**config.mk**
```make
export PLATFORM = sky130hd
export DESIGN_NAME = stereo_headphone_crossfeed
export DESIGN_NICKNAME = d
export VERILOG_FILES = /design/src/rtl/hpx_pkg.sv /design/src/rtl/stereo_headphone_crossfeed.sv /design/src/rtl/hpx_ucode_rom.sv /design/src/rtl/hpx_datapath.sv
export SDC_FILE = /design/constraint.sdc
export NUM_CORES = 2
export LEC_CHECK = 0
export BUFFER_PORTS_ARGS = -buffer_cell sky130_fd_sc_hd__buf_4
export CAP_MARGIN = 5
export CELL_PAD_IN_SITES_DETAIL_PLACEMENT = 1
export CELL_PAD_IN_SITES_GLOBAL_PLACEMENT = 1
export CORE_UTILIZATION = 47
export DETAILED_ROUTE_END_ITERATION = 12
export GPL_ROUTABILITY_DRIVEN = 1
export PLACE_DENSITY_LB_ADDON = 0.1
export SYNTH_ARGS = -nofsm -noshare
export SYNTH_HDL_FRONTEND = slang
export SYNTH_SLANG_ARGS = --single-unit
```
**constraint.sdc**
```tcl
create_clock -name clk -period 9 [get_ports clk]
set_input_delay 1.8 -clock clk [delete_from_list [all_inputs] [get_ports clk]]
set_output_delay 1.8 -clock clk [all_outputs]
set_load 0.005 [all_outputs]
```
**src/rtl/hpx_pkg.sv**
```systemverilog
// ----------------------------------------------------------------------------
// hpx_pkg
// Shared types, constants and microcode encoding for the headphone crossfeed.
// ----------------------------------------------------------------------------
package hpx_pkg;

	localparam int SAMPLE_BITS  = 24;
	localparam int STATE_BITS   = SAMPLE_BITS + 4;
	localparam int COEF_BITS    = 24;
	localparam int COEF_FRAC    = 22;
	localparam int NUM_REGS     = 6;
	localparam int REG_IDX_BITS = $clog2(NUM_REGS);
	localparam int STEP_BITS    = 4;

	// register indexes, also the coefficient select of the microcode
	typedef enum logic [REG_IDX_BITS-1:0] {
		REG_LP_IN    = 3'd0,
		REG_LP_FB    = 3'd1,
		REG_BST_IN   = 3'd2,
		REG_BST_PREV = 3'd3,
		REG_BST_FB   = 3'd4,
		REG_GAIN     = 3'd5
	} reg_idx_e;

	localparam logic signed [COEF_BITS-1:0] CFG_RESET [NUM_REGS] = '{
		24'sd201452,
		24'sd3796180,
		24'sd4057528,
		-24'sd3631428,
		24'sd3631428,
		24'sd3689730
	};

	localparam logic [STEP_BITS-1:0] STEP_IDLE = 4'd0;
	localparam logic [STEP_BITS-1:0] STEP_LAST = 4'd15;

	// sequencing of a step
	typedef enum logic [1:0] {
		SEQ_NEXT,     // go to following step
		SEQ_WAIT_IN,  // hold until an input beat arrives
		SEQ_WAIT_OUT  // hold until the output register is free, then back to idle
	} seq_e;

	// multiplier operand select
	typedef enum logic [3:0] {
		OP_XL,
		OP_XR,
		OP_PL,
		OP_PR,
		OP_LPL,
		OP_LPR,
		OP_BSL,
		OP_BSR,
		OP_SUML,
		OP_SUMR
	} opnd_e;

	typedef enum logic [1:0] {
		ACC_HOLD,
		ACC_LOAD,
		ACC_ADD
	} acc_e;

	typedef enum logic [2:0] {
		WB_NONE,
		WB_LPL,
		WB_LPR,
		WB_BSL,
		WB_BSR,
		WB_RESL,
		WB_PREV
	} wb_e;

	typedef struct packed {
		seq_e     seq;
		reg_idx_e coef;
		opnd_e    opnd;
		acc_e     acc;
		wb_e      wb;
	} ctrl_t;

	typedef struct packed {
		logic signed [SAMPLE_BITS-1:0] left_sample;
		logic signed [SAMPLE_BITS-1:0] right_sample;
		logic                          frame_end;
	} in_beat_t;

	typedef struct packed {
		logic signed [SAMPLE_BITS-1:0] left_result;
		logic signed [SAMPLE_BITS-1:0] right_result;
		logic                          frame_end_out;
	} out_beat_t;

endpackage

```
**src/rtl/stereo_headphone_crossfeed.sv**
```systemverilog
// ----------------------------------------------------------------------------
// stereo_headphone_crossfeed
// Microcoded crossfeed: lowpass + high-boost per channel, cross-summed, gained.
// ----------------------------------------------------------------------------
//  channel  | signals                          | beat
//  ---------+----------------------------------+---------------------------------
//  in       | in_valid, in_stall, in_data      | one stereo pair, Q1.23
//  out      | out_valid, out_stall, out_data   | one crossfed pair, Q1.23
//  cfg      | cfg_wr_en, cfg_index, cfg_data   | one Q2.22 register write
//
//  Each pair runs one idle step that takes the beat, then 15 microcode
//  steps through the single shared multiplier and accumulator.
//  Reset restores the coefficient defaults and clears all filter history.
//  A finished pair sits in the output register; the next pair is taken and
//  worked on meanwhile, and the sequencer holds on its last step only while
//  the output register is still full and stalled.
// ----------------------------------------------------------------------------
module stereo_headphone_crossfeed (
	input  logic                                    clk,
	input  logic                                    arst_n,
	input  logic                                    in_valid,
	output logic                                    in_stall,
	input  hpx_pkg::in_beat_t                       in_data,
	output logic                                    out_valid,
	input  logic                                    out_stall,
	output hpx_pkg::out_beat_t                      out_data,
	input  logic                                    cfg_wr_en,
	input  logic [hpx_pkg::REG_IDX_BITS-1:0]        cfg_index,
	input  logic [hpx_pkg::COEF_BITS-1:0]           cfg_data
);

	logic [hpx_pkg::STEP_BITS-1:0]         step_q;
	logic signed [hpx_pkg::COEF_BITS-1:0]  cfg_q [hpx_pkg::NUM_REGS];
	logic                                  frame_q;
	logic                                  out_valid_q;
	hpx_pkg::out_beat_t                    out_data_q;

	hpx_pkg::ctrl_t                        ctrl;
	logic                                  in_take;
	logic                                  out_free;
	logic                                  finish;
	logic signed [hpx_pkg::COEF_BITS-1:0]  coef;
	logic signed [hpx_pkg::SAMPLE_BITS-1:0] res_l, res_r;

	// --- microcode ----------------------------------------------------------
	hpx_ucode_rom u_rom (
		.step (step_q),
		.ctrl (ctrl)
	);

	// the idle step is the only one that takes an input beat
	assign in_stall = (ctrl.seq != hpx_pkg::SEQ_WAIT_IN);
	assign in_take  = in_valid && !in_stall;
	// output register empties this cycle or already is empty
	assign out_free = !out_valid_q || !out_stall;
	assign finish   = (ctrl.seq == hpx_pkg::SEQ_WAIT_OUT) && out_free;

	// step counter with conditional holds
	always_ff @(posedge clk or negedge arst_n) begin
		if (!arst_n) begin
			step_q <= hpx_pkg::STEP_IDLE;
		end else begin
			case (ctrl.seq)
				hpx_pkg::SEQ_WAIT_IN: begin
					if (in_take) begin
						step_q <= step_q + 1'b1;
					end
				end
				hpx_pkg::SEQ_WAIT_OUT: begin
					if (out_free) begin
						step_q <= hpx_pkg::STEP_IDLE;
					end
				end
				default: step_q <= step_q + 1'b1;
			endcase
		end
	end

	// --- configuration registers -------------------------------------------
	// out-of-range indexes are dropped
	always_ff @(posedge clk or negedge arst_n) begin
		if (!arst_n) begin
			for (int i = 0; i < hpx_pkg::NUM_REGS; i++) begin
				cfg_q[i] <= hpx_pkg::CFG_RESET[i];
			end
		end else if (cfg_wr_en && (cfg_index < hpx_pkg::REG_IDX_BITS'(hpx_pkg::NUM_REGS))) begin
			cfg_q[cfg_index] <= cfg_data;
		end
	end

	assign coef = cfg_q[ctrl.coef];

	// --- datapath -----------------------------------------------------------
	hpx_datapath u_dp (
		.clk     (clk),
		.arst_n  (arst_n),
		.ctrl    (ctrl),
		.load_in (in_take),
		.in_data (in_data),
		.coef    (coef),
		.res_l   (res_l),
		.res_r   (res_r)
	);

	always_ff @(posedge clk) begin
		if (in_take) begin
			frame_q <= in_data.frame_end;
		end
	end

	// --- output register ----------------------------------------------------
	always_ff @(posedge clk or negedge arst_n) begin
		if (!arst_n) begin
			out_valid_q <= 1'b0;
		end else if (finish) begin
			out_valid_q <= 1'b1;
		end else if (!out_stall) begin
			out_valid_q <= 1'b0;
		end
	end

	always_ff @(posedge clk) begin
		if (finish) begin
			out_data_q.left_result   <= res_l;
			out_data_q.right_result  <= res_r;
			out_data_q.frame_end_out <= frame_q;
		end
	end

	assign out_valid = out_valid_q;
	assign out_data  = out_data_q;

`ifndef NO_ASSERTIONS
	// a result appears only when the program has reached its last step
	a_out_from_last: assert property (@(posedge clk) disable iff (!arst_n)
		$rose(out_valid) |-> $past(step_q) == hpx_pkg::STEP_LAST)
		else $error("output beat without finished program");

	// a taken input beat starts the program
	a_take_starts: assert property (@(posedge clk) disable iff (!arst_n)
		in_valid && !in_stall |=> step_q == hpx_pkg::STEP_IDLE + 1'b1)
		else $error("input beat taken but program did not start");

	// a full, stalled output register keeps the sequencer on its last step
	a_hold_last: assert property (@(posedge clk) disable iff (!arst_n)
		step_q == hpx_pkg::STEP_LAST && out_valid && out_stall |=>
		step_q == hpx_pkg::STEP_LAST && out_valid)
		else $error("result overwritten while output stalled");
`endif

endmodule

```
**src/rtl/hpx_ucode_rom.sv**
```systemverilog
// ----------------------------------------------------------------------------
// hpx_ucode_rom
// Microcode store: one control word per sequencer step.
// ----------------------------------------------------------------------------
module hpx_ucode_rom (
	input  logic [hpx_pkg::STEP_BITS-1:0] step,
	output hpx_pkg::ctrl_t                ctrl
);

	// The product is registered before the accumulator takes it; accumulator op and write-back
	// see the values registered at the previous edge.
	always_comb begin
		ctrl = '{seq: hpx_pkg::SEQ_NEXT, coef: hpx_pkg::REG_LP_IN, opnd: hpx_pkg::OP_XL,
			acc: hpx_pkg::ACC_HOLD, wb: hpx_pkg::WB_NONE};
		case (step)
			4'd0: begin
				ctrl.seq = hpx_pkg::SEQ_WAIT_IN;
			end
			4'd1: begin
				ctrl.coef = hpx_pkg::REG_LP_IN;    ctrl.opnd = hpx_pkg::OP_XL;
			end
			4'd2: begin
				ctrl.coef = hpx_pkg::REG_LP_FB;    ctrl.opnd = hpx_pkg::OP_LPL;
				ctrl.acc  = hpx_pkg::ACC_LOAD;
			end
			4'd3: begin
				ctrl.coef = hpx_pkg::REG_BST_IN;   ctrl.opnd = hpx_pkg::OP_XL;
				ctrl.acc  = hpx_pkg::ACC_ADD;
			end
			4'd4: begin
				ctrl.coef = hpx_pkg::REG_BST_PREV; ctrl.opnd = hpx_pkg::OP_PL;
				ctrl.acc  = hpx_pkg::ACC_LOAD;     ctrl.wb   = hpx_pkg::WB_LPL;
			end
			4'd5: begin
				ctrl.coef = hpx_pkg::REG_BST_FB;   ctrl.opnd = hpx_pkg::OP_BSL;
				ctrl.acc  = hpx_pkg::ACC_ADD;
			end
			4'd6: begin
				ctrl.coef = hpx_pkg::REG_LP_IN;    ctrl.opnd = hpx_pkg::OP_XR;
				ctrl.acc  = hpx_pkg::ACC_ADD;
			end
			4'd7: begin
				ctrl.coef = hpx_pkg::REG_LP_FB;    ctrl.opnd = hpx_pkg::OP_LPR;
				ctrl.acc  = hpx_pkg::ACC_LOAD;     ctrl.wb   = hpx_pkg::WB_BSL;
			end
			4'd8: begin
				ctrl.coef = hpx_pkg::REG_BST_IN;   ctrl.opnd = hpx_pkg::OP_XR;
				ctrl.acc  = hpx_pkg::ACC_ADD;
			end
			4'd9: begin
				ctrl.coef = hpx_pkg::REG_BST_PREV; ctrl.opnd = hpx_pkg::OP_PR;
				ctrl.acc  = hpx_pkg::ACC_LOAD;     ctrl.wb   = hpx_pkg::WB_LPR;
			end
			4'd10: begin
				ctrl.coef = hpx_pkg::REG_BST_FB;   ctrl.opnd = hpx_pkg::OP_BSR;
				ctrl.acc  = hpx_pkg::ACC_ADD;
			end
			4'd11: begin
				ctrl.coef = hpx_pkg::REG_GAIN;     ctrl.opnd = hpx_pkg::OP_SUML;
				ctrl.acc  = hpx_pkg::ACC_ADD;
			end
			4'd12: begin
				ctrl.acc  = hpx_pkg::ACC_LOAD;     ctrl.wb   = hpx_pkg::WB_BSR;
			end
			4'd13: begin
				ctrl.coef = hpx_pkg::REG_GAIN;     ctrl.opnd = hpx_pkg::OP_SUMR;
				ctrl.wb   = hpx_pkg::WB_RESL;
			end
			4'd14: begin
				ctrl.acc  = hpx_pkg::ACC_LOAD;
			end
			4'd15: begin
				ctrl.seq  = hpx_pkg::SEQ_WAIT_OUT; ctrl.wb   = hpx_pkg::WB_PREV;
			end
			default: begin
				ctrl.seq = hpx_pkg::SEQ_WAIT_IN;
			end
		endcase
	end

endmodule

```
**src/rtl/hpx_datapath.sv**
```systemverilog
// ----------------------------------------------------------------------------
// hpx_datapath
// Shared multiply-accumulate, rounding/saturation and filter state.
// ----------------------------------------------------------------------------
module hpx_datapath (
	input  logic                                  clk,
	input  logic                                  arst_n,
	input  hpx_pkg::ctrl_t                        ctrl,
	input  logic                                  load_in,
	input  hpx_pkg::in_beat_t                     in_data,
	input  logic signed [hpx_pkg::COEF_BITS-1:0]  coef,
	output logic signed [hpx_pkg::SAMPLE_BITS-1:0] res_l,
	output logic signed [hpx_pkg::SAMPLE_BITS-1:0] res_r
);

	localparam int SB   = hpx_pkg::SAMPLE_BITS;
	localparam int STB  = hpx_pkg::STATE_BITS;
	localparam int FRAC = hpx_pkg::COEF_FRAC;
	localparam int OPW  = SB + 5;
	localparam int PW   = hpx_pkg::COEF_BITS + OPW;
	localparam int ACCW = PW + 2;
	localparam int RW   = ACCW + 1;
	localparam int SHS  = RW - FRAC;        // state path after shift
	localparam int SHR  = RW - FRAC - 2;    // result path after shift

	localparam logic signed [RW-1:0] RND_ST = {{(RW-FRAC){1'b0}}, 1'b1, {(FRAC-1){1'b0}}};
	localparam logic signed [RW-1:0] RND_RS = {{(RW-FRAC-2){1'b0}}, 1'b1, {(FRAC+1){1'b0}}};
	localparam logic signed [SHS-1:0] ST_MAX = {{(SHS-STB+1){1'b0}}, {(STB-1){1'b1}}};
	localparam logic signed [SHS-1:0] ST_MIN = {{(SHS-STB+1){1'b1}}, {(STB-1){1'b0}}};
	localparam logic signed [SHR-1:0] RS_MAX = {{(SHR-SB+1){1'b0}}, {(SB-1){1'b1}}};
	localparam logic signed [SHR-1:0] RS_MIN = {{(SHR-SB+1){1'b1}}, {(SB-1){1'b0}}};

	logic signed [SB-1:0]   x_l_q, x_r_q;
	logic signed [SB-1:0]   prev_q [2];
	logic signed [STB-1:0]  lp_q [2];
	logic signed [STB-1:0]  bs_q [2];
	logic signed [SB-1:0]   res_l_q;
	logic signed [PW-1:0]   product_s1;
	logic signed [ACCW-1:0] acc_q;

	logic signed [OPW-1:0]  opnd;
	logic signed [PW-1:0]   coef_w, opnd_w;
	logic signed [ACCW-1:0] prod_ext;
	logic signed [RW-1:0]   rnd_st, rnd_rs;
	logic signed [SHS-1:0]  sh_st;
	logic signed [SHR-1:0]  sh_rs;
	logic signed [STB-1:0]  st_new;
	logic signed [SB-1:0]   rs_new;

	always_comb begin
		case (ctrl.opnd)
			hpx_pkg::OP_XL:   opnd = {{3{x_l_q[SB-1]}}, x_l_q, 2'b00};
			hpx_pkg::OP_XR:   opnd = {{3{x_r_q[SB-1]}}, x_r_q, 2'b00};
			hpx_pkg::OP_PL:   opnd = {{3{prev_q[0][SB-1]}}, prev_q[0], 2'b00};
			hpx_pkg::OP_PR:   opnd = {{3{prev_q[1][SB-1]}}, prev_q[1], 2'b00};
			hpx_pkg::OP_LPL:  opnd = {lp_q[0][STB-1], lp_q[0]};
			hpx_pkg::OP_LPR:  opnd = {lp_q[1][STB-1], lp_q[1]};
			hpx_pkg::OP_BSL:  opnd = {bs_q[0][STB-1], bs_q[0]};
			hpx_pkg::OP_BSR:  opnd = {bs_q[1][STB-1], bs_q[1]};
			hpx_pkg::OP_SUML: opnd = {bs_q[0][STB-1], bs_q[0]} + {lp_q[1][STB-1], lp_q[1]};
			hpx_pkg::OP_SUMR: opnd = {bs_q[1][STB-1], bs_q[1]} + {lp_q[0][STB-1], lp_q[0]};
			default:          opnd = '0;
		endcase
	end

	assign coef_w   = {{(PW-hpx_pkg::COEF_BITS){coef[hpx_pkg::COEF_BITS-1]}}, coef};
	assign opnd_w   = {{(PW-OPW){opnd[OPW-1]}}, opnd};
	assign prod_ext = {{2{product_s1[PW-1]}}, product_s1};

	// round half up then clamp; state keeps Q3.25, result goes to Q1.23
	assign rnd_st = {acc_q[ACCW-1], acc_q} + RND_ST;
	assign rnd_rs = {acc_q[ACCW-1], acc_q} + RND_RS;
	assign sh_st  = rnd_st[RW-1:FRAC];
	assign sh_rs  = rnd_rs[RW-1:FRAC+2];

	always_comb begin
		if (sh_st > ST_MAX) begin
			st_new = ST_MAX[STB-1:0];
		end else if (sh_st < ST_MIN) begin
			st_new = ST_MIN[STB-1:0];
		end else begin
			st_new = sh_st[STB-1:0];
		end
		if (sh_rs > RS_MAX) begin
			rs_new = RS_MAX[SB-1:0];
		end else if (sh_rs < RS_MIN) begin
			rs_new = RS_MIN[SB-1:0];
		end else begin
			rs_new = sh_rs[SB-1:0];
		end
	end

	// arithmetic pipe, no reset needed
	always_ff @(posedge clk) begin
		product_s1 <= coef_w * opnd_w;
		case (ctrl.acc)
			hpx_pkg::ACC_LOAD: acc_q <= prod_ext;
			hpx_pkg::ACC_ADD:  acc_q <= acc_q + prod_ext;
			default:           acc_q <= acc_q;
		endcase
		if (load_in) begin
			x_l_q <= in_data.left_sample;
			x_r_q <= in_data.right_sample;
		end
		if (ctrl.wb == hpx_pkg::WB_RESL) begin
			res_l_q <= rs_new;
		end
	end

	// filter history
	always_ff @(posedge clk or negedge arst_n) begin
		if (!arst_n) begin
			lp_q[0]   <= '0;
			lp_q[1]   <= '0;
			bs_q[0]   <= '0;
			bs_q[1]   <= '0;
			prev_q[0] <= '0;
			prev_q[1] <= '0;
		end else begin
			case (ctrl.wb)
				hpx_pkg::WB_LPL: lp_q[0] <= st_new;
				hpx_pkg::WB_LPR: lp_q[1] <= st_new;
				hpx_pkg::WB_BSL: bs_q[0] <= st_new;
				hpx_pkg::WB_BSR: bs_q[1] <= st_new;
				hpx_pkg::WB_PREV: begin
					prev_q[0] <= x_l_q;
					prev_q[1] <= x_r_q;
				end
				default: ;
			endcase
		end
	end

	assign res_l = res_l_q;
	assign res_r = rs_new;

endmodule
```
**Word-level counts from Yosys, hierarchy flattened**

Index checks and enable logic that the tools add are counted.

- Bits in registers: 539
- Input bits: 81
- Output and inout port bits: 51
- Word-level logic and storage cells: 112

- $add $sub $neg: 6
- $mul: 1
- Magnitude comparators: 8
- Eq/ne operators: 37
- Multiplexer cells: 21
- Bitwise logic cells: 2
- Reductions and logical operators: 14

Operator list:

| cell | count |
|---|---|
| case mux 29 bit (10 select lines) | 1 |
| bitwise mux 144 bit | 1 |
| 2-to-1 mux 24 bit | 5 |
| case mux 55 bit (2 select lines) | 1 |
| case mux 7 bit (11 select lines) | 1 |
| binary-select mux 24 bit (select 3 bit) | 1 |
| demux 24 bit (select 3 bit) | 1 |
| adder 28 x 28 -> 29 bit | 2 |
| adder 55 x 23 -> 56 bit (second input constant) | 1 |
| adder 55 x 25 -> 56 bit (second input constant) | 1 |
| 2-to-1 mux 28 bit | 2 |
| adder 55 x 53 -> 55 bit | 1 |
| multiplier 24 x 29 -> 53 bit | 1 |
| == test 4 bit (second input constant) | 10 |
| > comparator 34 x 28 -> 1 bit (second input constant) | 1 |
| less-than comparator 34 x 28 -> 1 bit (second input constant) | 1 |
| == test 4 x 3 -> 1 bit (second input constant) | 8 |
| > comparator 32 x 24 -> 1 bit (second input constant) | 1 |
| less-than comparator 32 x 24 -> 1 bit (second input constant) | 1 |
| case mux 3 bit (6 select lines) | 1 |
| == test 4 x 2 -> 1 bit (second input constant) | 4 |
| OR reduction 6 bit | 2 |
| == test 3 bit (second input constant) | 3 |
| greater-or-equal comparator 4 bit (second input constant) | 2 |
| other kinds (21) | 36 |

**Logic depth before layout (Yosys ltp)**

- Depth after elaboration: 7
- Gate-level depth with buffers: 42
- Depth with buffers taken out: 38

**By module**

Synthesis repeated with hierarchy kept, for this count alone.

- Cells, all modules: 5,522
- Area, all modules: 54,588.6 um2

Modules (own cells, without submodules):

| module | instances | cells each | area an instance (um2) | seq. area each (um2) |
|---|---|---|---|---|
| hpx_datapath | 1 | 4,978 | 45,914.0 | 8,878.5 |
| stereo_headphone_crossfeed | 1 | 500 | 8,395.6 | 5,313.8 |
| hpx_ucode_rom | 1 | 44 | 279.0 | 0.0 |

**Worst setup path after synthesis**

Ideal clock, no wire load.

- Kind: reg-to-reg
- From: register u_dp.bs_q[28] (netlist name)
- To: register u_dp.product_s1[52]
- Setup time: 0.121 ns
- Arrival: 9.030 ns
- Data required time: 8.879 ns
- Setup slack: -0.151 ns
- Cell stages (with the launch flop): 34
- Path buffers: 2
- Clock period less this slack: 9.151 ns
- Path through: dfrtp_1 ha_1 inv_1 fa_1 nor2b_1 o21a_1 o21ai_0 a21oi_2 a2111oi_2 nor4_1 nor4_1 a2111oi_4 clkbuf_1 nor2b_1 fa_1 fa_1 inv_1 fa_1 inv_1 fa_1 fa_1 fa_1 inv_1 fa_1 inv_1 ha_1 clkbuf_1 nand4_1 or3_1 o211ai_1 a311oi_1 o21ai_0 a21oi_1 xnor2_1

- Cells in the longest elaborated chain, start to end: 3

RTL lines:

| what | RTL line | RTL |
|---|---|---|
| start, declared | hpx_datapath.sv:36 | `logic signed [STB-1:0] bs_q [2];` |
| adder 28 x 28 -> 29 bit | hpx_datapath.sv:60 | `hpx_pkg::OP_SUML: opnd = {bs_q[0][STB-1], bs_q[0]} + {lp_q[1][STB-1], lp_q[1]};` |
| case mux 29 bit (10 select lines) (*) | hpx_datapath.sv:51 | `case (ctrl.opnd)` |
| multiplier 24 x 29 -> 53 bit (*) | hpx_datapath.sv:95 | `product_s1 <= coef_w * opnd_w;` |
| end signal, assigned | hpx_datapath.sv:95 |  |
| end, declared | hpx_datapath.sv:38 | `logic signed [PW-1:0] product_s1;` |

Mark *: on every way between the ends. The rest lies on a longest branch, timed or not.
A chain may end at the register's enable or synchronous reset.

**Worst setup path in the final report**

- From: register u_dp.bs_q[3] (netlist name)
- To: register u_dp.product_s1[46]

- Cells in the longest elaborated chain, start to end: 3

RTL lines:

| what | RTL line | RTL |
|---|---|---|
| adder 28 x 28 -> 29 bit | hpx_datapath.sv:61 | `hpx_pkg::OP_SUMR: opnd = {bs_q[1][STB-1], bs_q[1]} + {lp_q[0][STB-1], lp_q[0]};` |
| case mux 29 bit (10 select lines) (*) | hpx_datapath.sv:51 |  |
| multiplier 24 x 29 -> 53 bit (*) | hpx_datapath.sv:95 |  |

Marked as above.

==> reports/metrics.csv <==
stage,metric,value,unit
status,outcome,"complete, but fails checks",
status,violated checks,negative setup slack,
cells_and_area,FF+latch area,14200,um^2
placement,final estimated routing congestion in global placement,0.985,
sta,RSZ-0062 raised after global routing,true,
global_route,first-pass GRT wire length,301000,um
sta,Final Hold Violating Endpoints,0,
placement,final HPWL from detailed placement,156000,um
floorplanning,die area,116000,um^2
synth,Synth area leader,fa_1,
global_route,number of antenna violations at the first check in global routing,4,
setup_path,"most used cell, CP",fa_1,
clocking,Num Clock Sinks,539,
sta,Slew HR,0.0969,
clocking,CTS tree,done,
drt,routed via count,45070,
sta,Setup WS post-layout,-343,ps
setup_path,CP max-delay cell,fa_1,
setup_path,R2R Path End,u_dp.product_s1[46]$_DFF_P_,
cells_and_area,area occupied by multi-input gates,37300,um^2
setup_path,reg2reg setup slack,-340,ps
setup_path,max incr delay on CP,580,ps
sta,min Tclk post-route,9340,ps
drt,WL per Instance,25.4,um
setup_path,Setup crit end kind,register,
cells_and_area,layout overhead on the synthesized area,25.4,%
synth,Synth top area share,0.267,
min_path,end of the worst hold path,out_data[31]$_DFFE_PP_,
placement,PortBufs,131,
setup_path,R2R depth,37,
clocking,H-tree depth,2,
synth,Seq cells post-synth,539,
sta,final hold slack,416,ps
drt,via-per-instance ratio,5.72,
setup_path,type of origin of the critical path,register,
cells_and_area,Layout fillers,12425,
synth,Synth Cell Area,53900,um^2
synth,Post-synth top flop,dfrtp_1,
floorplanning,number of cell rows,123,
drt,number of remaining DRC errors,0,
synth,unique cell type count in the Yosys netlist,91,
floorplanning,chip height,341,um
setup_path,"Arr. time, crit path",9930,ps
global_route,vias in the first global route,49966,
synth,syn nets,6578,
synth,Post-synth EDFFs,177,
global_route,GRT Total Usage,0.342,
synth,synth cell count leaders,"inv_1, fa_1, nand2_1",
floorplanning,core region area,113000,um^2
cells_and_area,non-filler instance count after layout,7885,
clocking,root buffer cell,clkbuf_16,
cells_and_area,share of post-route cells with drive strength above 1,0.275,
sta,Layout Skew,73.4,ps
sta,fmax,107,MHz
setup_path,r2r startpoint,u_dp.bs_q[3]$_DFFE_PN0N_,
synth,Post-synth ARST share,0.573,
global_route,largest net degree at the start of global routing,176,
sta,part of the cycle the worst path needs,1.04,
floorplanning,Ports,132,
synth,warnings from Yosys,0,
drt,Routed Antenna Nets,0,
min_path,worst hold start,u_dp.res_l[6]$_DFFE_PN_,
min_path,Hold WC Path Type,reg -> reg,
synth,"top cells by area, synth","fa_1, dfrtp_1, edfxtp_1",
placement,Inst Count DP,7665,
synth,"count leader, synth",inv_1,
synth,post-synthesis sequential area ratio,0.263,
drt,Pre-antenna DRT Iters,6,
setup_path,worst-path fanout max,5,
sta,worst slew pin tran,1340,ps
floorplanning,Die Wd,341,um
synth,Gate Count Post-Synth,5516,
cells_and_area,Nets,7392,
clocking,worst skew pair latency,710,ps
clocking,Max clock buf depth,3,
sta,Pins Over Slew Limit,0,
clocking,Clock transition at path regs,70,ps
synth,"Avg Cell Area, Syn",9.78,um^2
min_path,hold depth,0,
setup_path,CP Data Required Time,9590,ps
drt,drt initial violations,2969,
flow_run,max cap viols,0,
clocking,CTS Buf Count,61,
drt,WL final,201000,um
floorplanning,initial core utilization,0.477,
setup_path,crit path kind,reg -> reg,
sta,Setup Viol. Count Final,20,
global_route,grt ovf,0,
## cell families (layout without fill, tap and decap cells)
logic type / count (synthesis) / after routing / share of synthesized area
AO/OA/AOI/OAI: 894 / 894 / 0.111
multiplexers: 263 / 263 / 0.0542
AND/OR/NAND/NOR: 1534 / 1534 / 0.133
flip-flops: 539 / 539 / 0.263
adder cells (fa/ha/maj): 981 / 981 / 0.328
buffers and inverters: 1110 / 1977 / 0.0794
other: 0 / 2 / 0
XOR/XNOR: 195 / 195 / 0.0317
## worst max-delay path, delay by kind of cell, from the launching register on
family | cells | cell delay [ps]
AO/OA/AOI/OAI | 13 | 2750
XOR/XNOR | 2 | 240
adder cells (fa/ha/maj) | 9 | 4190
buffers and inverters | 9 | 1100
flip-flops | 1 | 410
AND/OR/NAND/NOR | 4 | 480
## how the worst max path moves through the flow
stage	from	end	slack, ps
finish	u_dp.bs_q[3]$_DFFE_PN0N_	u_dp.product_s1[46]$_DFF_P_	-340
global route	u_dp.bs_q[29]$_DFFE_PN0N_	u_dp.product_s1[52]$_DFF_P_	-630
CTS	u_dp.lp_q[29]$_DFFE_PN0N_	u_dp.product_s1[50]$_DFF_P_	-290
detailed placement	u_dp.bs_q[29]$_DFFE_PN0N_	u_dp.product_s1[52]$_DFF_P_	-1100
global placement	u_dp.bs_q[29]$_DFFE_PN0N_	u_dp.product_s1[52]$_DFF_P_	-830
floorplan	u_dp.bs_q[28]$_DFFE_PN0N_	u_dp.product_s1[52]$_DFF_P_	-20
## state kept, by name, summed over array words and instances (netlist names)
signal           count
u_dp.bs_q           56
cfg_q              144
u_dp.x_r_q          24
u_dp.res_l          24
u_dp.acc_q          55
out_valid            1
frame_q              1
u_dp.prev_q         48
u_dp.product_s1     53
step_q               4
u_dp.lp_q           56
out_data            49
u_dp.x_l_q          24
## what timing repair did
item                       4_1_cts  5_1_grt
hold endpoints to repair         0        0
resized for setup              242      163
setup buffers                   58       53
cloned                           3        0
hold buffers                     0        0
pin swaps                      155      111
setup endpoints to repair       32       33
## metal layers
metal / global-route usage / part of all wire
met2: 0.581 / 0.49
met4: 0.168 / 0.055
met1: 0.431 / 0.40
met5: 0 / 0.000065
met3: 0.0447 / 0.054
## cells in the final DEF, fill, tap and decap left out, types with 21 or more instances in the layout
| cell | synthesis | layout |
|---|---|---|
| ha_1 | 261 | 230 |
| inv_2 | 0 | 32 |
| o22a_1 | 23 | 21 |
| o21ai_0 | 178 | 148 |
| fa_1 | 720 | 698 |
| xor2_1 | 75 | 70 |
| a21o_1 | 78 | 78 |
| a31oi_1 | 49 | 46 |
| edfxtp_1 | 177 | 177 |
| o21ai_1 | 11 | 22 |
| dfrtp_1 | 242 | 240 |
| nor2_1 | 276 | 268 |
| and2_1 | 163 | 153 |
| a22oi_1 | 38 | 38 |
| nand3_1 | 80 | 76 |
| a21oi_2 | 3 | 29 |
| buf_12 | 0 | 81 |
| dfxtp_1 | 53 | 53 |
| nor3_1 | 45 | 37 |
| xnor2_1 | 120 | 112 |
| nand4_1 | 48 | 48 |
| a211oi_1 | 38 | 30 |
| nand2b_1 | 58 | 54 |
| mux2i_1 | 32 | 30 |
| ha_4 | 0 | 27 |
| inv_1 | 839 | 805 |
| o21a_1 | 27 | 27 |
| dfstp_2 | 67 | 67 |
| fa_2 | 0 | 22 |
| nor2b_1 | 63 | 58 |
| clkbuf_16 | 0 | 62 |
| a21oi_1 | 234 | 202 |
| mux2_2 | 231 | 230 |
| buf_4 | 5 | 892 |
| buf_6 | 1 | 36 |
| and3_1 | 33 | 27 |
| nand2_1 | 682 | 663 |
## metrics by stage
step | util | cell area, um^2 | worst slack, ps | TNS, ps
after floorplan | - | 54000 | -15.5 | -15.5
after global placement | 0.555 | 62800 | -831 | -14510
after detailed placement | 0.556 | 62800 | -1100 | -20870
after CTS | 0.588 | 66500 | -287 | -2770
after global routing | 0.598 | 67600 | -628 | -10920
final | 0.598 | 67600 | -343 | -4310
## final cells by class
cell class              instances  share of cell area
clock buffers                  83              0.0253
diodes                          2           0.0000740
repair buffers               1022               0.133
multi-input cells            3867               0.552
inverters                     839              0.0467
clock inverters                33             0.00574
well taps                    1500              0.0278
flip-flops and latches        539               0.210
Power is left out: the tool's default activity adds up to more than one toggle a clock period on the data nets, which glitch-free logic cannot reach.
